File: config.mk
export PLATFORM = sky130hd
export DESIGN_NAME = pulse_width_serial_command_sender
export DESIGN_NICKNAME = d
export VERILOG_FILES = /design/src/rtl/pwscs_pkg.sv /design/src/rtl/pulse_width_serial_command_sender.sv
export SDC_FILE = /design/constraint.sdc
export NUM_CORES = 1
export LEC_CHECK = 0
export ABC_AREA = 1
export BUFFER_PORTS_ARGS = -buffer_cell sky130_fd_sc_hd__clkbuf_2
export CAP_MARGIN = 5
export CORE_ASPECT_RATIO = 0.75
export CORE_MARGIN = 2
export CORE_UTILIZATION = 60
export DETAILED_ROUTE_END_ITERATION = 16
export GPL_TIMING_DRIVEN = 1
export PLACE_DENSITY = 0.8
export REMOVE_ABC_BUFFERS = 1
export SLEW_MARGIN = 20
export SYNTH_ARGS = -nofsm -noshare
export SYNTH_HDL_FRONTEND = slang
export SYNTH_SLANG_ARGS = --single-unit
File: constraint.sdc
create_clock -name i_clk -period 3.2 [get_ports i_clk]
set_input_delay 0 -clock i_clk [delete_from_list [all_inputs] [get_ports i_clk]]
set_output_delay 0 -clock i_clk [all_outputs]
set_load 0.02 [all_outputs]
File: src/rtl/pwscs_pkg.sv
// Shared constants for the pulse-width serial command sender.
package pwscs_pkg;

    // Width of every configuration register and of the configuration data port.
    localparam int CFG_W     = 16;
    localparam int CFG_IDX_W = 3;

    // Configuration register indexes.
    localparam logic [CFG_IDX_W-1:0] REG_READY_TICKS     = 3'd0;
    localparam logic [CFG_IDX_W-1:0] REG_SYNC_TICKS      = 3'd1;
    localparam logic [CFG_IDX_W-1:0] REG_ONE_TICKS       = 3'd2;
    localparam logic [CFG_IDX_W-1:0] REG_ZERO_TICKS      = 3'd3;
    localparam logic [CFG_IDX_W-1:0] REG_DELIMITER_TICKS = 3'd4;

    // Register values after reset.
    localparam logic [CFG_W-1:0] RST_READY_TICKS     = 16'd3000;
    localparam logic [CFG_W-1:0] RST_SYNC_TICKS      = 16'd2400;
    localparam logic [CFG_W-1:0] RST_ONE_TICKS       = 16'd1200;
    localparam logic [CFG_W-1:0] RST_ZERO_TICKS      = 16'd600;
    localparam logic [CFG_W-1:0] RST_DELIMITER_TICKS = 16'd600;

    // Input word function codes.
    localparam logic FUNC_TICK = 1'b0;
    localparam logic FUNC_LOAD = 1'b1;

    // Bits of a byte are sent from this position down to zero.
    localparam logic [2:0] TOP_BIT = 3'd7;

    // Command frames carry at least this many and at most this many bytes.
    localparam int MIN_FRAME_BYTES = 2;
    localparam int MAX_FRAME_BYTES = 4;

endpackage

File: src/rtl/pulse_width_serial_command_sender.sv
// Pulse-width serial command sender: frame sequencer with registered result word.
//
// Usage. The input channel (i_in_valid / o_in_stall) carries one word per tick of
// the line's time base or one command load. A load word (func = 1) stores up to four
// bytes and a byte count and starts a frame, but only while the sender is idle; a load
// that arrives during a frame is dropped and its result word flags command_rejected.
// Each tick word (func = 0) advances the frame by one time unit: a released ready wait,
// a low sync mark, a high delimiter, then every bit MSB first as a low mark (one or zero
// length) followed by a high delimiter. The result channel (o_out_valid / i_out_stall)
// returns exactly one word per input word, giving the line state after that word.
// A word accepted at an edge has its result registered at that edge. Throughput is
// one word per cycle while o_in_stall is low; the frame state update is a short
// decrement and compare on the phase timer. The single result register is refilled in
// the cycle it is taken, so o_in_stall rises only when the result register is full and
// the receiver stalls. Reset (synchronous, active low) returns the sequencer to idle,
// empties the result register and restores the default pulse lengths. Configuration
// writes are taken at any edge with i_cfg_we high and act on the next timer load.
module pulse_width_serial_command_sender
    import pwscs_pkg::*;
#(
    parameter int MAX_BYTES   = 4,
    parameter int TIMER_WIDTH = 16
) (
    input  logic                 i_clk,
    input  logic                 i_rst_n,

    // Configuration write port.
    input  logic                 i_cfg_we,
    input  logic [CFG_IDX_W-1:0] i_cfg_index,
    input  logic [CFG_W-1:0]     i_cfg_data,

    // Input words.
    input  logic                 i_in_valid,
    output logic                 o_in_stall,
    input  logic                 i_func,
    input  logic [7:0]           i_first_byte,
    input  logic [7:0]           i_second_byte,
    input  logic [7:0]           i_third_byte,
    input  logic [7:0]           i_fourth_byte,
    input  logic [2:0]           i_byte_count,

    // Result words.
    output logic                 o_out_valid,
    input  logic                 i_out_stall,
    output logic                 o_line_drive_enable,
    output logic                 o_line_level,
    output logic                 o_busy_res,
    output logic                 o_frame_done,
    output logic                 o_command_rejected
);

    // Frames never carry more than four bytes, and never more than the store holds.
    localparam int LOAD_LIMIT = (MAX_BYTES < MAX_FRAME_BYTES) ? MAX_BYTES : MAX_FRAME_BYTES;
    localparam int STORE_N    = LOAD_LIMIT;
    localparam int FW         = $clog2(LOAD_LIMIT + 1);
    localparam int BI         = $clog2(MAX_BYTES);
    localparam int TW         = TIMER_WIDTH;
    localparam logic [TW-1:0] TIMER_MAX = '1;

    typedef enum logic [2:0] {
        PH_IDLE       = 3'd0,
        PH_READY      = 3'd1,
        PH_SYNC_MARK  = 3'd2,
        PH_SYNC_DELIM = 3'd3,
        PH_BIT_MARK   = 3'd4,
        PH_BIT_DELIM  = 3'd5
    } t_phase;

    // A zero length still lasts one tick; a length beyond the timer saturates.
    function automatic logic [TW-1:0] timer_load(input logic [CFG_W-1:0] v);
        logic [TW-1:0] res;
        if (v == '0) begin
            res = TW'(1);
        end else if (32'(v) > 32'(TIMER_MAX)) begin
            res = TIMER_MAX;
        end else begin
            res = TW'(v);
        end
        return res;
    endfunction

    // Configuration registers.
    logic [CFG_W-1:0] r_ready_ticks;
    logic [CFG_W-1:0] r_sync_ticks;
    logic [CFG_W-1:0] r_one_ticks;
    logic [CFG_W-1:0] r_zero_ticks;
    logic [CFG_W-1:0] r_delim_ticks;

    // Frame state.
    t_phase          r_phase,     n_phase;
    logic [TW-1:0]   r_timer,     n_timer;
    logic [FW-1:0]   r_byte_pos,  n_byte_pos;
    logic [2:0]      r_bit_pos,   n_bit_pos;
    logic [FW-1:0]   r_frame_len, n_frame_len;
    logic [7:0]      r_bytes [MAX_BYTES];

    // Result register.
    logic r_out_valid;
    logic r_drive, r_level, r_busy, r_done, r_rejected;

    logic          in_acc;
    logic          load_ok;
    logic          done;
    logic          rejected;
    logic [TW-1:0] timer_dec;
    logic [FW-1:0] adv_byte_pos;
    logic [2:0]    adv_bit_pos;
    logic [FW-1:0] sel_byte_pos;
    logic [2:0]    sel_bit_pos;
    logic [7:0]    sel_byte;
    logic [TW-1:0] mark_len;
    logic [7:0]    load_src [MAX_FRAME_BYTES];

    assign o_in_stall = r_out_valid && i_out_stall;
    assign in_acc     = i_in_valid && !o_in_stall;

    assign load_src[0] = i_first_byte;
    assign load_src[1] = i_second_byte;
    assign load_src[2] = i_third_byte;
    assign load_src[3] = i_fourth_byte;

    // Position after the current bit's delimiter ends.
    assign adv_byte_pos = (r_bit_pos == '0) ? r_byte_pos + FW'(1) : r_byte_pos;
    assign adv_bit_pos  = (r_bit_pos == '0) ? TOP_BIT : r_bit_pos - 3'd1;

    // The next mark length is taken from the bit that the next mark sends.
    assign sel_byte_pos = (r_phase == PH_BIT_DELIM) ? adv_byte_pos : r_byte_pos;
    assign sel_bit_pos  = (r_phase == PH_BIT_DELIM) ? adv_bit_pos  : r_bit_pos;
    assign sel_byte     = r_bytes[BI'(sel_byte_pos)];
    assign mark_len     = timer_load(sel_byte[sel_bit_pos] ? r_one_ticks : r_zero_ticks);

    assign timer_dec = r_timer - TW'(r_timer != '0);

    always_comb begin
        n_phase     = r_phase;
        n_timer     = r_timer;
        n_byte_pos  = r_byte_pos;
        n_bit_pos   = r_bit_pos;
        n_frame_len = r_frame_len;
        load_ok     = 1'b0;
        done        = 1'b0;
        rejected    = 1'b0;
        if (in_acc) begin
            if (i_func == FUNC_LOAD) begin
                if (r_phase != PH_IDLE) begin
                    rejected = 1'b1;
                end else begin
                    load_ok    = 1'b1;
                    n_phase    = PH_READY;
                    n_timer    = timer_load(r_ready_ticks);
                    n_byte_pos = '0;
                    n_bit_pos  = TOP_BIT;
                    if (i_byte_count < 3'(MIN_FRAME_BYTES)) begin
                        n_frame_len = FW'(MIN_FRAME_BYTES);
                    end else if (i_byte_count > 3'(LOAD_LIMIT)) begin
                        n_frame_len = FW'(LOAD_LIMIT);
                    end else begin
                        n_frame_len = FW'(i_byte_count);
                    end
                end
            end else if (r_phase != PH_IDLE) begin
                n_timer = timer_dec;
                if (timer_dec == '0) begin
                    case (r_phase)
                        PH_READY: begin
                            n_phase = PH_SYNC_MARK;
                            n_timer = timer_load(r_sync_ticks);
                        end
                        PH_SYNC_MARK: begin
                            n_phase = PH_SYNC_DELIM;
                            n_timer = timer_load(r_delim_ticks);
                        end
                        PH_SYNC_DELIM: begin
                            n_phase = PH_BIT_MARK;
                            n_timer = mark_len;
                        end
                        PH_BIT_MARK: begin
                            n_phase = PH_BIT_DELIM;
                            n_timer = timer_load(r_delim_ticks);
                        end
                        PH_BIT_DELIM: begin
                            if (adv_byte_pos >= r_frame_len) begin
                                n_phase    = PH_IDLE;
                                n_timer    = '0;
                                n_byte_pos = '0;
                                n_bit_pos  = TOP_BIT;
                                done       = 1'b1;
                            end else begin
                                n_phase    = PH_BIT_MARK;
                                n_timer    = mark_len;
                                n_byte_pos = adv_byte_pos;
                                n_bit_pos  = adv_bit_pos;
                            end
                        end
                        default: begin
                            n_phase = PH_IDLE;
                            n_timer = '0;
                        end
                    endcase
                end
            end
        end
    end

    // Configuration registers.
    always_ff @(posedge i_clk) begin
        if (!i_rst_n) begin
            r_ready_ticks <= RST_READY_TICKS;
            r_sync_ticks  <= RST_SYNC_TICKS;
            r_one_ticks   <= RST_ONE_TICKS;
            r_zero_ticks  <= RST_ZERO_TICKS;
            r_delim_ticks <= RST_DELIMITER_TICKS;
        end else if (i_cfg_we) begin
            case (i_cfg_index)
                REG_READY_TICKS:     r_ready_ticks <= i_cfg_data;
                REG_SYNC_TICKS:      r_sync_ticks  <= i_cfg_data;
                REG_ONE_TICKS:       r_one_ticks   <= i_cfg_data;
                REG_ZERO_TICKS:      r_zero_ticks  <= i_cfg_data;
                REG_DELIMITER_TICKS: r_delim_ticks <= i_cfg_data;
                default: ;
            endcase
        end
    end

    // Byte store; every entry up to the largest frame is written on every accepted load.
    for (genvar g = 0; g < MAX_BYTES; g++) begin : g_bytes
        if (g < STORE_N) begin : g_wr
            always_ff @(posedge i_clk) begin
                if (load_ok) begin
                    r_bytes[g] <= load_src[g];
                end
            end
        end else begin : g_unused
            // Entries past the largest frame are never written or read.
            always_ff @(posedge i_clk) begin
                r_bytes[g] <= r_bytes[g];
            end
        end
    end

    // Frame sequencer and result register.
    always_ff @(posedge i_clk) begin
        if (!i_rst_n) begin
            r_phase     <= PH_IDLE;
            r_timer     <= '0;
            r_byte_pos  <= '0;
            r_bit_pos   <= TOP_BIT;
            r_frame_len <= '0;
            r_out_valid <= 1'b0;
        end else begin
            r_phase     <= n_phase;
            r_timer     <= n_timer;
            r_byte_pos  <= n_byte_pos;
            r_bit_pos   <= n_bit_pos;
            r_frame_len <= n_frame_len;
            if (in_acc) begin
                r_out_valid <= 1'b1;
            end else if (!i_out_stall) begin
                r_out_valid <= 1'b0;
            end
        end
        if (in_acc) begin
            r_drive    <= (n_phase != PH_IDLE) && (n_phase != PH_READY);
            r_level    <= !((n_phase == PH_SYNC_MARK) || (n_phase == PH_BIT_MARK));
            r_busy     <= (n_phase != PH_IDLE);
            r_done     <= done;
            r_rejected <= rejected;
        end
    end

    assign o_out_valid         = r_out_valid;
    assign o_line_drive_enable = r_drive;
    assign o_line_level        = r_level;
    assign o_busy_res          = r_busy;
    assign o_frame_done        = r_done;
    assign o_command_rejected  = r_rejected;

    // The timer is zero exactly when no frame is running.
    a_idle_timer: assert property (@(posedge i_clk) disable iff (!i_rst_n)
        (r_phase == PH_IDLE) == (r_timer == '0))
        else $error("phase timer out of step with phase");

    // A frame that ends reports itself as no longer busy and not driving.
    a_done_idle: assert property (@(posedge i_clk) disable iff (!i_rst_n)
        (r_out_valid && r_done) |-> (!r_busy && !r_drive && !r_rejected))
        else $error("frame_done with frame still running");

    // A rejected load leaves the running frame untouched.
    a_reject_keeps: assert property (@(posedge i_clk) disable iff (!i_rst_n)
        (in_acc && i_func == FUNC_LOAD && r_phase != PH_IDLE)
            |=> (r_phase == $past(r_phase) && r_frame_len == $past(r_frame_len)))
        else $error("rejected load changed frame state");

    // The byte position never passes the end of the frame.
    a_pos_range: assert property (@(posedge i_clk) disable iff (!i_rst_n)
        (r_phase != PH_IDLE) |-> (r_byte_pos < r_frame_len))
        else $error("byte position beyond frame length");

endmodule

==> out/qor.yml <==
status: "completed"
ff_latch_area_um2: 3308
io_buffer_count: 66
drc: 0
syn_to_final_growth_pct: 28.61
numCtsBuffers: 17
drive_gt1_share_pct: 19.25
clk_pin_slew_ns: 0.06
finalCritPeriodShare_pct: 98.88
final_nets: 1186
design.core.area_um2: 11740
min_path_cells: 4
critPathTopFamily: "simple AND/OR/NAND/NOR gates"
pin_count: 67
hold_viol: 0
cp.arrival_ns: 3.33
grt_pass1_wl_um: 35400
grt_use_met1_pct: 42.75
cts.sinks: 146
slew_violations: 0
worstPathCellList: "nor2_1 -> nand4_1 -> ha_2 -> inv_2 -> nor2_4 -> nand3_2 -> nor2_4 -> nand4_1 -> nor2_1 -> xor2_1 -> nor4_1 -> nand2_1 -> nor3_2 -> inv_1 -> o21ai_1 -> o211ai_1 -> nand2_1 -> inv_2 -> nand2_2 -> nand3_2"
grt_overflow: 0
grt_util_met3_pct: 7.085
rows: 34
reg2reg_depth: 20
vias: 7534
wirelength_um: 22550
synthCells: 969
setup_viol: 0
avgRoutedWirePerCell_um: 17.47
ant_nets: 0
synth.top_cells.by_area: "dfxtp_1 30%, edfxtp_1 15%, nand2_1 11%"
yosysWarnings: 0
grt_use_total_pct: 33.85
antenna_found_initial: 1
nFillCells: 777
die-area_um2: 13060
dr.pass1.iters: 5
insertion_delay_ns: 0.43
worst_slew_pin_slew_ns: 0.9038
synth_top_area_share_pct: 29.93
multiInputGateArea_um2: 3641
hold_ws_ns: 0.07640
cts_buffer_depth: 2
ir_drop_uv: 448.5
power_leakage_nw: 4.052
ys_seq_area_share_pct: 45.18
grtUsageMet2_pct: 57.41
cp_slowest_stage_delay_ns: 0.40
cp.required_ns: 3.37
avgSynthCellArea_um2: 7.523
clock_skew_ns: 0.01011
max_cap_viol_count: 0
grt_pass1_vias: 7220
ys_types: 38
fp.dieW_um: 131.3
power.total_w: 0.005304
synth_flop_cell: "dfxtp_1"
hpwl_um: 13010
gr-max-usage-layer: "met2"
synth.cell_area_um2: 7289
critPathLaunchType: "register"
ys_ff_latch: 146
start_util_pct: 62.08
rsz0062_at_grt: "yes"
crit_slowest_cell: "dfxtp_1"
routed_via_density: 5.836
finalCriticalPeriod_ns: 3.164
slew_headroom_pct: 39.68
powerDensity_nw_per_um2: 565.7
gp_congestion: 0.9307
synth_top_cell_by_area: "dfxtp_1"
max_clock_freq_mhz: 316.0
crit_path_max_fanout: 4
async_reset_ff_share_pct: 0
path_depth: 20
synth-edff-count: 37
critPathCaptureType: "register"
cts_max_level: 4
first_iter_violations: 782
die_h_um: 99.46
grt_max_degree: 86
cts_tree: "built"
cp_num_buf_inv: 3
cts_root_buf: "clkbuf_16"
timing_worst_setup_path_type: "register to register"
hold_class: "primary input to register"
[tightest hold or removal path, cell delays in order]
cell and delay [ns]:
clkbuf_2 0.10, nor3_1 0.05, buf_4 0.17, o211ai_1 0.15
[cells in the mapped netlist (4+ instances only)]
cell type / number
a211oi_1: 4
a21oi_1: 56
buf_6: 6
clkbuf_1: 31
dfxtp_1: 109
edfxtp_1: 37
ha_1: 11
inv_1: 87
inv_2: 5
nand2_1: 215
nand2_2: 6
nand2_4: 6
nand3_1: 101
nand3_2: 4
nand4_1: 12
nor2_1: 116
nor3_1: 8
nor4_1: 10
o2111ai_1: 15
o211ai_1: 20
o21ai_0: 76
o21ai_1: 4
xnor2_1: 6
xor2_1: 6
[final timing paths]
check,start,to,slack (ns)
setup / recovery,r_timer[3],o_line_level,0.04
hold / removal,i_cfg_index[1],r_sync_ticks[11],0.08
setup reg to reg,r_timer[3],o_line_level,0.04
hold reg to reg,r_one_ticks[10],r_one_ticks[10],0.46
[layer usage]
layer	routed length [um]	part of all wire [%]
met2	10860	48
met5	0	0
met1	9158	41
met3	1711	7.6
met4	817	3.6
[cell families after synthesis]
logic type                 synth area share, %
adders and majority gates                1.888
xor gates and xnor gates                 1.442
and+or+nand+nor                          29.52
DFF                                      45.18
buffers and inverters                    7.895
AOI/OAI and AO/OA                        14.07
[sequential cells by signal (all words and copies together), names as in the netlist]
register / flops
o_frame_done: 1
r_one_ticks: 16
r_bit_pos: 3
o_command_rejected: 1
r_ready_ticks: 16
r_zero_ticks: 16
r_byte_pos: 3
r_frame_len: 3
o_busy_res: 1
r_phase: 3
r_timer: 16
r_delim_ticks: 16
o_line_level: 1
o_line_drive_enable: 1
o_out_valid: 1
r_sync_ticks: 16
r_bytes: 32
[power breakdown]
| group | switching, W | internal, W | leakage, nW |
|---|---|---|---|
| clock network | 0.000825 | 0.00126 | 0.296 |
| logic | 0.000697 | 0.000479 | 2.52 |
| registers | 0.0000561 | 0.00198 | 1.24 |
| total | 0.00158 | 0.00373 | 4.05 |
[cells in the final DEF (no fill, tap or decap), types with 5 or more instances in the layout]
| master | count |
|---|---|
| dfxtp_1 | 101 |
| nand4_1 | 12 |
| xor2_1 | 5 |
| o21ai_0 | 71 |
| inv_2 | 9 |
| clkbuf_16 | 18 |
| dfxtp_2 | 6 |
| nor4_1 | 8 |
| o2111ai_1 | 15 |
| inv_1 | 83 |
| buf_4 | 41 |
| nor2_1 | 108 |
| a21oi_1 | 56 |
| nor3_1 | 7 |
| nor2_4 | 7 |
| nand2_4 | 9 |
| nand3_2 | 7 |
| nand2_2 | 12 |
| dlygate4sd3_1 | 53 |
| clkbuf_2 | 66 |
| xnor2_1 | 5 |
| nand3_1 | 96 |
| o211ai_1 | 20 |
| ha_1 | 8 |
| o21ai_1 | 9 |
| nand2_1 | 207 |
| edfxtp_1 | 37 |
| buf_6 | 5 |
[stage by stage]
stage	utilization, %	worst slack, ns	instance area (um^2)	TNS [ns]	instances
3_5_place_dp	66.95	-0.07514	7861	-0.07514	1188
2_1_floorplan	-	0.2632	7076	0	928
3_3_place_gp	66.95	0.09086	7861	0	1188
5_1_grt	79.83	-0.1687	9373	-1.191	1290
4_1_cts	76.83	0.004152	9021	0	1272
6_report	79.85	0.03574	9375	0	1291
[repair_timing]
action                                  CTS  global route
setup buffers                             0            15
gates cloned                              0             2
gates resized for setup                   4            66
endpoints found under the setup margin    4            28
hold endpoints to repair                113             0
hold buffers                             53             0
pin swaps                                 1            27
[final cells by class]
type	instances	share of cell area [%]
Timing Repair Buffer	166	13.28
Antenna cell	2	0.05338
Sequential cell	146	35.29
Inverter	95	3.857
Tap cell	162	2.162
Clock inverter	9	1.241
Multi-Input combinational cell	689	38.84
Clock buffer	22	5.285
Note: power is estimated with default switching activity, not from simulation.
